--- src/rtl/assert_macros.svh ---
// Assertion macros for the RTL; tw_back includes them.
// Define ASSERT_OFF to compile the checks out.
`ifndef ASSERT_MACROS_SVH
`define ASSERT_MACROS_SVH
`ifndef ASSERT_OFF
// Clocked property, skipped while reset is high.
`define ASSERT_CLK(lbl, clk, rst, prop, msg) \
  lbl: assert property (@(posedge clk) disable iff (rst) prop) else $error(msg);
// Condition that must never hold outside reset.
`define ASSERT_NEVER(lbl, clk, rst, cond, msg) \
  lbl: assert property (@(posedge clk) disable iff (rst) !(cond)) else $error(msg);
`else
`define ASSERT_CLK(lbl, clk, rst, prop, msg)
`define ASSERT_NEVER(lbl, clk, rst, cond, msg)
`endif
`endif

--- src/rtl/tw_fifo.sv ---
`default_nettype none

module tw_fifo #(
  parameter int W     = 1,
  parameter int DEPTH = 4
) (
  input  logic                       clk,
  input  logic                       rst,
  input  logic                       wr_en,
  input  logic [W-1:0]               wr_data,
  output logic                       full,
  input  logic                       rd_en,
  output logic [W-1:0]               rd_data,
  output logic                       empty,
  output logic [$clog2(DEPTH+1)-1:0] count
);

  localparam int PW    = (DEPTH > 1) ? $clog2(DEPTH) : 1;
  localparam int CNT_W = $clog2(DEPTH + 1);

  logic [W-1:0]  mem [DEPTH];
  logic [PW-1:0] wr_ptr;
  logic [PW-1:0] rd_ptr;
  logic          do_wr;
  logic          do_rd;

  assign full    = (count == CNT_W'(DEPTH));
  assign empty   = (count == '0);
  assign do_wr   = wr_en && !full;
  assign do_rd   = rd_en && !empty;
  assign rd_data = mem[rd_ptr];

  // pointers and fill count
  always_ff @(posedge clk) begin
    if (rst) begin
      wr_ptr <= '0;
      rd_ptr <= '0;
      count  <= '0;
    end else begin
      if (do_wr) begin
        wr_ptr <= (wr_ptr == PW'(DEPTH - 1)) ? '0 : PW'(wr_ptr + 1'b1);
      end
      if (do_rd) begin
        rd_ptr <= (rd_ptr == PW'(DEPTH - 1)) ? '0 : PW'(rd_ptr + 1'b1);
      end
      case ({do_wr, do_rd})
        2'b10:   count <= CNT_W'(count + 1'b1);
        2'b01:   count <= CNT_W'(count - 1'b1);
        default: count <= count;
      endcase
    end
  end

  // storage
  always_ff @(posedge clk) begin
    if (do_wr) begin
      mem[wr_ptr] <= wr_data;
    end
  end

endmodule

`default_nettype wire

--- config.mk ---
export PLATFORM = sky130hd
export DESIGN_NAME = tw_fifo
export DESIGN_NICKNAME = d
export VERILOG_FILES = /design/src/rtl/assert_macros.svh /design/src/rtl/tw_fifo.sv
export SDC_FILE = /design/constraint.sdc
export NUM_CORES = 1
export LEC_CHECK = 0
export ABC_AREA = 1
export BUFFER_PORTS_ARGS = -buffer_cell sky130_fd_sc_hd__buf_2
export CORE_AREA = 4 4 41 43
export CTS_CLUSTER_DIAMETER = 40
export DETAILED_ROUTE_END_ITERATION = 10
export DIE_AREA = 0 0 45 47
export GPL_ROUTABILITY_DRIVEN = 1
export PLACE_DENSITY = 0.74
export SYNTH_ARGS = -nofsm -noshare
export SYNTH_HDL_FRONTEND = slang
export SYNTH_SLANG_ARGS = --single-unit
--- constraint.sdc ---
create_clock -name clk -period 3.9 [get_ports clk]
set_input_delay 0.78 -clock clk [delete_from_list [all_inputs] [get_ports clk]]
set_output_delay 0.78 -clock clk [all_outputs]
set_load 0.05 [all_outputs]
## Yosys cells after proc, flatten, opt, wreduce, memory -nomap -nowiden

Memories as Yosys holds them, arrays and structs flattened. A register that Yosys moved wholly into a read port is not among the register bits.
Index checks and enable logic that the tools add are counted.
Widths: inputs -> output; s select.

| word-level totals | value |
|---|---|
| input bits | 5 |
| logic and storage cells | 26 |
| memories | 1 |
| memory bits (writable) | 4 |
| output and inout bits | 6 |
| flip-flop bits (word level) | 7 |

| cells by class | value |
|---|---|
| reduce and logical (&&, ||, !) cells | 6 |
| $add $sub $neg | 4 |
| mux-type cells | 7 |
| eq/ne operators | 5 |

Memory list:

| memory | depth | width | rd ports | clocked after Yosys merged registers in | wr ports | RTL line | source |
|---|---|---|---|---|---|---|---|
| mem | 4 | 1 | 1 | 1 | 1 | tw_fifo.sv:21 | `logic [W-1:0] mem [DEPTH];` |

Operators by type and width:

| kind | number |
|---|---|
| $mux 2 | 4 |
| $eq 2x2->1 const B | 3 |
| $pmux 3 s2 | 1 |
| $add 2x1->2 const B | 2 |
| $add 3x1->3 const B | 1 |
| $eq 3x3->1 const B | 1 |
| $logic_not 3->1 | 1 |
| $sub 3x1->3 const B | 1 |
| $eq 2x1->1 const B | 1 |
| $logic_and 1x1->1 | 2 |
| $logic_not 1->1 | 2 |
| $mux 1 | 2 |
| $reduce_bool 2->1 | 1 |

## Depth between registers and ports, before layout

| logic depth | value |
|---|---|
| word-level depth | 5 |
| depth in mapped cells | 13 |
| gate-level depth less buffers | 13 |

## Least setup slack after synthesis

OpenSTA, ideal clock, no wires.

| timing path | value |
|---|---|
| path kind | flip-flop to output port |
| start point | reg (tool-made name) |
| end point | out rd_data |
| path slack | 1636 ps |
| data arrival time | 1484 ps |
| buffers on the path | 0 |
| cell stages (with the launch flop) | 4 |
| required time | 3120 ps |
| cell sequence | dfxtp_1 -> inv_1 -> nor2_1 -> o21ai_0 |

RTL lines:

| what | RTL line | source |
|---|---|---|
| end, declared | tw_fifo.sv:13 | `output logic [W-1:0] rd_data,` |

## Worst setup path in the final report

| timing path | value |
|---|---|
| start point | reg count[1] |
| end point | out empty |

| between the ends | value |
|---|---|
| cells in the longest elaborated chain, start to end | 1 |

Ends and longest elaborated chain:

| what | RTL line | source |
|---|---|---|
| start, declared | tw_fifo.sv:15 | `output logic [$clog2(DEPTH+1)-1:0] count` |
| start signal, assigned | tw_fifo.sv:47 | `2'b10: count <= CNT_W'(count + 1'b1);` |
| start signal, assigned | tw_fifo.sv:48 | `2'b01: count <= CNT_W'(count - 1'b1);` |
| start signal, assigned | tw_fifo.sv:49 | `default: count <= count;` |
| $logic_not 3->1 | tw_fifo.sv:28 | `assign empty = (count == '0);` |
| end, declared | tw_fifo.sv:14 | `output logic empty,` |

No other way between the ends.

==> results.ini <==
[clock_network]
postCtsSetupRepairBufs = 0
cts_tree = built
clk_latency_ns = 0.28
clock_path_buffers = 2
cts_made_buffers = 3
ctsHtreeMaxLevel = 1
cts_root_buf = clkbuf_4
clock_sinks = 13
cts_resized = 0
clk_pin_slew_worst_paths_ns = 0.09
ctsHoldBuffers = 0

[placement]
gp_congestion = 0.7485
io_buffers = 10
dpl.hpwl_microns = 866
post-place-ws_ns = 1.823

[timing]
clock.fmax_mhz = 505.1
rsz0062_at_grt = no
fin_setup_tns_ns = 0
max_slew_margin = 0.8352
final.period_utilization = 0.5076
period_minus_slack_ns = 1.980
setup_slack_ns = 1.920
worst_pin_slew_ns = 0.2489
setup_viol = 0
hold_viol_final = 0
finalMaxSlewViolations = 0
worst_clock_skew_ns = 0.007356

[cells_and_area]
final_common_cell = inv_1
diodes = 0
final_cell_mix = inv_1, nor2_1, nand2_1, buf_2, dfxtp_1
fin_util = 0.6019
synthToLayoutAreaGrowth_pct = 14.03
final_nets = 110
final_layout_size_suffix_gt1_frac = 0.2268

[yosys]
syn_area_sq_um = 686.9
synthCells = 83
syn-mean-instance-area_sq_um = 8.276
yosysWarnings = 0
ys_seq_area_frac = 0.4372
synthDistinctLibCells = 17
syn_nets = 95
ys_seq_elements = 13

[floorplanning]
die_x_microns = 45
die_area_sq_mm = 0.002115
pin_count = 11
initial_core_util = 0.5279
fp-row-count = 13
die_h_microns = 47
core_region_area_sq_mm = 0.001301

[drt]
wl_per_cell_microns = 9.821
wl_microns = 1100
ant_nets = 0
firstDrtPassIters = 3
drc = 0
vias = 520
drtIter0Drc = 8
vias_per_cell = 4.643

[setup_path]
worstSetupStartpointType = register
r2r-end = count[2]
cp.required_ns = 3.12
r2r_slack_ns = 2.13
crit_type = reg -> out
r2r-start = count[2]
worstPathArrival_ns = 1.20
crit_path_max_fanout = 4
reg2reg_depth = 13
worst_setup_path_end_kind = output port

[global_routing]
grt_max_degree = 9
track_usage = 0.1239
antenna_found_initial = 0
grt_pass1_vias = 502
grt-ovfl-total = 0
grt_pass1_wl_microns = 1869

[hold_path]
hp-class = reg -> reg
whs_path_depth = 2
min_from = rd_ptr[1]

[pwr]
ir_worst_vdd_v = 0.0004912
power_density_mw_per_mm2 = 781.2
power_leakage_uw = 0.0004052

[job]
cap_viol_max_count = 0

[outcome]
outcome = complete, no violations

critical path: stages, from the launching register on:
cell	delay (ns)
dfxtp_1	0.36
nor2_4	0.15
nand2_2	0.10
inv_1	0.06
buf_2	0.25
Yosys cell counts:
cell	instances	area (sq um)
inv_1	18	67.56
nor2_1	14	52.55
nand2_1	10	37.54
dfxtp_1	9	180.2
ha_1	6	75.07
o21ai_0	5	25.02
a21oi_1	4	20.02
edfxtp_1	4	120.1
nand2_2	2	12.51
nand2_4	2	22.52
nand3b_1	2	15.01
nor2_2	2	12.51
fa_1	1	20.02
inv_2	1	3.750
nand3_1	1	5.000
nand4_1	1	6.260
nor2_4	1	11.26
per-stage QoR:
step	instances	area, sq um	total power [uW]	hold WS (ns)
floorplan	83	686.9	467.6	0.4827
global placement	108	755.7	526.2	0.5214
detailed placement	108	755.7	533.1	0.5378
CTS	112	783.3	619.0	0.5474
global route	112	783.3	660.1	0.5716
finish	112	783.3	611.9	0.5463
layer usage:
layer | part of all wire | global-route usage | vias to the layer above | routed length [microns]
li1 | - | - | 280 | -
met1 | 0.48 | 0.1294 | 226 | 524
met2 | 0.46 | 0.2232 | 10 | 505
met3 | 0.041 | 0.03448 | 4 | 45
met4 | 0.022 | 0.07018 | 0 | 24
met5 | 0 | 0 | - | 0
layout make-up:
cell class,instances,area [sq um]
Clock inverter,1,5.005
Inverter,19,71.32
Tap cell,15,18.77
Clock buffer,3,22.52
Multi-Input combinational cell,51,315.3
Fill cell,125,518.0
Timing Repair Buffer,10,50.05
Sequential cell,13,300.3
power by group:
| group | total (uW) | internal [uW] | switching [uW] |
|---|---|---|---|
| Sequential | 209 | 176 | 33.1 |
| Clock | 83.8 | 38.0 | 45.8 |
| Combinational | 319 | 91.7 | 228 |
worst max-delay path by stage:
stage | from | endpoint | cells after the start
2_1_floorplan | register | rd_data | 3
3_3_place_gp | wr_en | count[2] | 11
3_5_place_dp | wr_en | count[2] | 11
4_1_cts | count[1] | empty | 4
5_1_grt | count[1] | empty | 4
6_report | count[1] | empty | 4
kinds of logic after synthesis:
| logic type | count (synthesis) | synth area share |
|---|---|---|
| adder cells (fa/ha/maj) | 7 | 0.1384 |
| flip-flops | 13 | 0.4372 |
| AND/OR/NAND/NOR | 35 | 0.2550 |
| buffers and inverters | 19 | 0.1038 |
| AO/OA/AOI/OAI | 9 | 0.06557 |
No activity file was read; power rests on OpenSTA's default activity.
