**src/rtl/assert_macros.svh**
```systemverilog
// Assertion macros for the RTL; tw_back includes them.
// Define ASSERT_OFF to compile the checks out.
`ifndef ASSERT_MACROS_SVH
`define ASSERT_MACROS_SVH
`ifndef ASSERT_OFF
// Clocked property, skipped while reset is high.
`define ASSERT_CLK(lbl, clk, rst, prop, msg) \
  lbl: assert property (@(posedge clk) disable iff (rst) prop) else $error(msg);
// Condition that must never hold outside reset.
`define ASSERT_NEVER(lbl, clk, rst, cond, msg) \
  lbl: assert property (@(posedge clk) disable iff (rst) !(cond)) else $error(msg);
`else
`define ASSERT_CLK(lbl, clk, rst, prop, msg)
`define ASSERT_NEVER(lbl, clk, rst, cond, msg)
`endif
`endif

```
**src/rtl/tw_pkg.sv**
```systemverilog
`default_nettype none

package tw_pkg;

  // field widths fixed by the interface
  localparam int DELAY_W  = 16;
  localparam int HANDLE_W = 32;

  // request codes
  localparam logic [1:0] REQ_ADD     = 2'd0;
  localparam logic [1:0] REQ_EXPIRE  = 2'd1;
  localparam logic [1:0] REQ_ADVANCE = 2'd2;
  localparam logic [1:0] REQ_RSVD    = 2'd3;

  // result status codes
  localparam logic [2:0] STAT_ADDED    = 3'd0;
  localparam logic [2:0] STAT_EXPIRED  = 3'd1;
  localparam logic [2:0] STAT_EMPTY    = 3'd2;
  localparam logic [2:0] STAT_ADVANCED = 3'd3;
  localparam logic [2:0] STAT_FULL     = 3'd4;

  // depth of the command and result queues
  localparam int Q_DEPTH = 4;
  localparam int Q_CNT_W = $clog2(Q_DEPTH + 1);

  typedef struct packed {
    logic [1:0]          req_type;
    logic [HANDLE_W-1:0] handle;
    logic [DELAY_W-1:0]  delay;
  } in_word_t;

  typedef struct packed {
    logic [2:0]          status;
    logic [HANDLE_W-1:0] out_handle;
    logic                last;
  } out_word_t;

  // classified command: offset is delay mod slot count
  typedef struct packed {
    logic [1:0]          kind;
    logic [HANDLE_W-1:0] handle;
    logic [DELAY_W-1:0]  offset;
  } cmd_t;

endpackage

`default_nettype wire

```
**src/rtl/tw_front.sv**
```systemverilog
`default_nettype none

module tw_front #(
  parameter int WHEEL_SLOTS = 512
) (
  input  logic             clk,
  input  logic             rst,
  input  tw_pkg::in_word_t item,
  input  logic             push,
  input  logic             hold,
  output logic             full,
  output tw_pkg::cmd_t     cmd,
  output logic             cmd_push,
  input  logic             cmd_full
);

  import tw_pkg::*;

  // delay mod slots via reciprocal: exact for every 16-bit delay
  localparam int SLOT_W = $clog2(WHEEL_SLOTS);
  localparam int SHIFT  = DELAY_W + SLOT_W;
  localparam longint unsigned RECIP =
    ((64'd1 << SHIFT) + 64'(WHEEL_SLOTS) - 64'd1) / 64'(WHEEL_SLOTS);
  localparam int RECIP_W = $clog2(RECIP + 1);
  localparam int PROD_W  = DELAY_W + RECIP_W;

  logic                en;
  logic                take;
  logic [PROD_W-1:0]   prod;

  logic                s1_v;
  logic [1:0]          s1_kind;
  logic [HANDLE_W-1:0] s1_handle;
  logic [DELAY_W-1:0]  s1_delay;
  logic [DELAY_W-1:0]  s1_quot;

  logic                s2_v;
  logic [1:0]          s2_kind;
  logic [HANDLE_W-1:0] s2_handle;
  logic [DELAY_W-1:0]  s2_offset;

  // pipeline moves unless the last stage is stuck on a full queue
  assign en   = !(s2_v && cmd_full);
  assign take = push && en && !hold;
  assign full = !en || hold;
  assign prod = PROD_W'(item.delay) * PROD_W'(RECIP);

  // stage valids; unused request code is dropped here
  always_ff @(posedge clk) begin
    if (rst) begin
      s1_v <= 1'b0;
      s2_v <= 1'b0;
    end else if (en) begin
      s1_v <= take && (item.req_type != REQ_RSVD);
      s2_v <= s1_v;
    end
  end

  // quotient estimate, then remainder
  always_ff @(posedge clk) begin
    if (en) begin
      s1_kind   <= item.req_type;
      s1_handle <= item.handle;
      s1_delay  <= item.delay;
      s1_quot   <= DELAY_W'(prod >> SHIFT);
      s2_kind   <= s1_kind;
      s2_handle <= s1_handle;
      s2_offset <= s1_delay - DELAY_W'(s1_quot * DELAY_W'(WHEEL_SLOTS));
    end
  end

  assign cmd      = '{kind: s2_kind, handle: s2_handle, offset: s2_offset};
  assign cmd_push = s2_v && !cmd_full;

endmodule

`default_nettype wire

```
**config.mk**
```make
export PLATFORM = sky130hd
export DESIGN_NAME = tw_front
export DESIGN_NICKNAME = d
export VERILOG_FILES = /design/src/rtl/assert_macros.svh /design/src/rtl/tw_pkg.sv /design/src/rtl/tw_front.sv
export SDC_FILE = /design/constraint.sdc
export NUM_CORES = 1
export LEC_CHECK = 0
export ABC_AREA = 1
export BUFFER_PORTS_ARGS = -buffer_cell sky130_fd_sc_hd__buf_2
export CAP_MARGIN = 30
export CORE_ASPECT_RATIO = 1.25
export CORE_MARGIN = 4
export CORE_UTILIZATION = 40
export DETAILED_ROUTE_END_ITERATION = 8
export PLACE_DENSITY = 0.68
export SLEW_MARGIN = 20
export SYNTH_ARGS = -nofsm -noshare
export SYNTH_HDL_FRONTEND = slang
export SYNTH_SLANG_ARGS = --single-unit
```
**constraint.sdc**
```tcl
create_clock -name clk -period 4.6 [get_ports clk]
set_clock_uncertainty 0.1 [all_clocks]
set_input_delay 1.38 -clock clk [delete_from_list [all_inputs] [get_ports clk]]
set_output_delay 1.38 -clock clk [all_outputs]
set_load 0.02 [all_outputs]
```
=== Yosys cells after proc, flatten, opt, wreduce, memory -nomap -nowiden ===
Cells that the tools add are included.

* Add/subtract/negate cells: 1
* Equality and inequality tests: 1
* Reductions and logical operators: 9

{| class="wikitable"
|+ Operators with widths
! cell !! number
|-
| 16-bit subtractor || 1
|-
| 1-bit logical AND || 5
|-
| 1-bit zero test || 3
|-
| 2-bit inequality test, second input constant || 1
|-
| 1-bit logical OR || 1
|}

* Bits in registers: 109
* Input port bits: 55
* Output and inout bits: 52
* Word-level logic and storage cells: 20

=== Logic depth before layout (Yosys ltp) ===
* Word-level depth: 5
* Mapped depth: 5
* Mapped depth without buffers: 5

=== Worst setup path after synthesis ===
OpenSTA, ideal clock, no wires.

* Path type: input port to output port
* From: input port cmd_full
* To: output port full
* Data arrival time: 2.706 ns
* Required time: 3.120 ns
* Setup slack: 0.414 ns
* Stages: 2
* Buffers on the path: 0
* Path through: nand2_2 -> nand2_2

* Cells in the longest elaborated chain, start to end: 2

{| class="wikitable"
|+ Ends and longest elaborated chain
! element !! RTL line !! source
|-
| start, declared || tw_front.sv:14 || <nowiki>input logic cmd_full</nowiki>
|-
| 1-bit logical AND || tw_front.sv:43 || <nowiki>assign en = !(s2_v && cmd_full);</nowiki>
|-
| 1-bit logical OR || tw_front.sv:45 || <nowiki>assign full = !en || hold;</nowiki>
|-
| end, declared || tw_front.sv:11 || <nowiki>output logic full,</nowiki>
|}

Every way passes these cells.

=== Final worst setup path ===
* From: input port cmd_full
* To: output port cmd_push

* Cells in the longest elaborated chain, start to end: 2

{| class="wikitable"
|+ Ends and longest elaborated chain
! element !! RTL line !! source
|-
| 1-bit zero test || tw_front.sv:73 || <nowiki>assign cmd_push = s2_v && !cmd_full;</nowiki>
|-
| 1-bit logical AND || tw_front.sv:73 ||
|-
| end, declared || tw_front.sv:13 || <nowiki>output logic cmd_push,</nowiki>
|}

Every way passes these cells.

==> results.json <==
{
  "status": "complete, no violations",
  "startpoint": "cmd_full",
  "die_area_sq_um": 8230,
  "clkTransAtPathRegs_ps": 80,
  "dp_slack_ps": 1364,
  "total_power_mw": 1.538,
  "hold_violations": 0,
  "gp_congestion": 0.6540,
  "ctsResizeCount": 0,
  "synthArstFlopShare_pct": 0,
  "yosysWarnings": 0,
  "tritoncts.num_buffers": 9,
  "drt-initial-drc-count": 75,
  "syn_avg_cell_area_sq_um": 25.08,
  "yosys-top-cells-area": "edfxtp_1 94%, buf_4 1.9%, dfxtp_1 1.5%",
  "die_width_um": 81.95,
  "cts_root_buf": "clkbuf_8",
  "fin_crit_sh_pct": 70.41,
  "yosysTopAreaCell": "edfxtp_1",
  "coreArea_sq_um": 6606,
  "nFillCells": 573,
  "required_ps": 3120,
  "clock.fmax_ghz": 0.3087,
  "crit_fanout": 2,
  "clock_latency_ps": 340,
  "crit_type": "in2out",
  "cts_hold_buffers": 0,
  "pwr_density_cell_nw_per_um2": 439.3,
  "ys_ff_latch": 88,
  "first_pass_iters": 4,
  "yosys.cell_types.count": 9,
  "hold_slack_ps": 321.8,
  "io_pins": 107,
  "grt_antenna_before_repair": 1,
  "synth_edf_count": 86,
  "rsz0062_at_grt": "false",
  "postRouteAntennaNets": 0,
  "total_leakage_power_nw": 1.456,
  "layout-drive-gt1-share_pct": 50.46,
  "viasPerCell": 4.161,
  "peakVddDrop_uv": 244.1,
  "endpoint_kind": "primary output",
  "num_vias": 1269,
  "setup_slack_ps": 1361,
  "drc": 0,
  "rr_worst_depth": 3,
  "ctsLongestPathBuffers": 2,
  "die_h_um": 100.4,
  "gr-total-overflow": 0,
  "initial_core_util_pct": 41.38,
  "slew_viol_final": 0,
  "nNetsFinal": 268,
  "regToRegEndpoint": "s2_offset[5]",
  "grt_max_degree": 89,
  "finalSetupTns_ps": 0,
  "netlist_instances": 109,
  "wirelength_mm": 4.251,
  "grt_pass1_wl_mm": 6.368,
  "reg2reg_from": "s2_v",
  "yosysSeqAreaShare_pct": 95.93,
  "wl_per_cell_um": 13.94,
  "fin_crit_ps": 3239,
  "first_global_vias": 1319,
  "netlist.area_leader.share_pct": 94.46,
  "portBuffers": 92,
  "area_delta_synth_final_pct": 28.06,
  "cp-endpoint": "cmd_push",
  "hpwl_mm": 2.900,
  "cts_setup_buffers": 0,
  "netlist_area_sq_um": 2734,
  "cts_tree": "built",
  "yosysMostFrequentCell": "edfxtp_1",
  "htreeDepth": 3,
  "hp-class": "reg2reg",
  "grt_usage_pct": 11.25,
  "ys_top_cells_by_count": "86 x edfxtp_1, 7 x buf_4, 5 x nor2_1",
  "diodes": 0,
  "final_util_pct": 52.99,
  "cp.arrival_ps": 1760,
  "rows": 33,
  "synth_top_flop_cell": "edfxtp_1",
  "start_kind": "input port",
  "finalSetupViolCount": 0,
  "max-cap-violations": 0,
  "r2r_setup_slack_ps": 3100,
  "clock_sinks": 88
}
## area by class of cell
cell class	count	area [sq um]	share of cell area, %
clock buffer	10	127.6	3.645
inverter	3	11.26	0.3217
tap	87	108.9	3.109
timing repair buffer	94	495.5	14.15
clock inverter	6	60.06	1.716
sequential	88	2623	74.91
multi-input combinational	17	75.07	2.144
## report_power, final
| part | switching [mW] | total [mW] | internal, mW | leakage (nW) |
|---|---|---|---|---|
| combinational | 0.0631 | 0.0969 | 0.0339 | 0.440 |
| clock | 0.248 | 0.496 | 0.248 | 0.0937 |
| sequential | 0.0121 | 0.945 | 0.933 | 0.923 |
## flip-flops by register name, summed over array words and instances, names as in the netlist
signal,cells
s1_v,1
s1_kind,2
s1_delay,9
s2_kind,2
s2_offset,9
s1_handle,32
s2_handle,32
s2_v,1
## how the worst min path moves through the flow
stage / from / to / cells after the start
after detailed placement: s1_handle[16] / s2_handle[16] / 0
final: s1_handle[23] / s2_handle[23] / 0
after global placement: s1_handle[13] / s2_handle[13] / 0
after CTS: s1_handle[28] / s2_handle[28] / 0
after global routing: s1_handle[13] / s2_handle[13] / 0
after floorplan: s1_handle[0] / s2_handle[0] / 0
## cell usage in the layout, fill, tap and decap left out, drive strengths merged
cell / netlist / routed
conb: 1 / 7
clkinv: 0 / 4
edfxtp: 86 / 86
dfxtp: 2 / 2
nor2: 5 / 5
bufinv: 0 / 1
clkinvlp: 0 / 1
buf: 7 / 94
a21oi: 1 / 1
inv: 3 / 3
nand2: 4 / 4
clkbuf: 0 / 10
## worst max-delay path, cell delays in order
cell and delay, ps:
buf_2 120, nor2_1 90, buf_2 170
## per-stage QoR
stage / instance area (sq um) / std cells
floorplan: 2756 / 115
global placement: 3286 / 288
detailed placement: 3286 / 288
CTS: 3473 / 304
global route: 3501 / 305
finish: 3501 / 305
## cell families after synthesis
family	Yosys count	synth area share [%]
AND/OR/NAND/NOR	9	1.419
AO/OA/AOI/OAI	1	0.1829
other	1	0.1372
flip-flops	88	95.93
buffers and inverters	10	2.334
## per-layer routing
metal / part of all wire (%) / track usage [%]
met3: 8.9 / 5.745
met2: 55 / 18.54
met5: 0.26 / 0
met1: 33 / 10.76
met4: 2.0 / 7.289
Power figures use the tool's default switching activity.
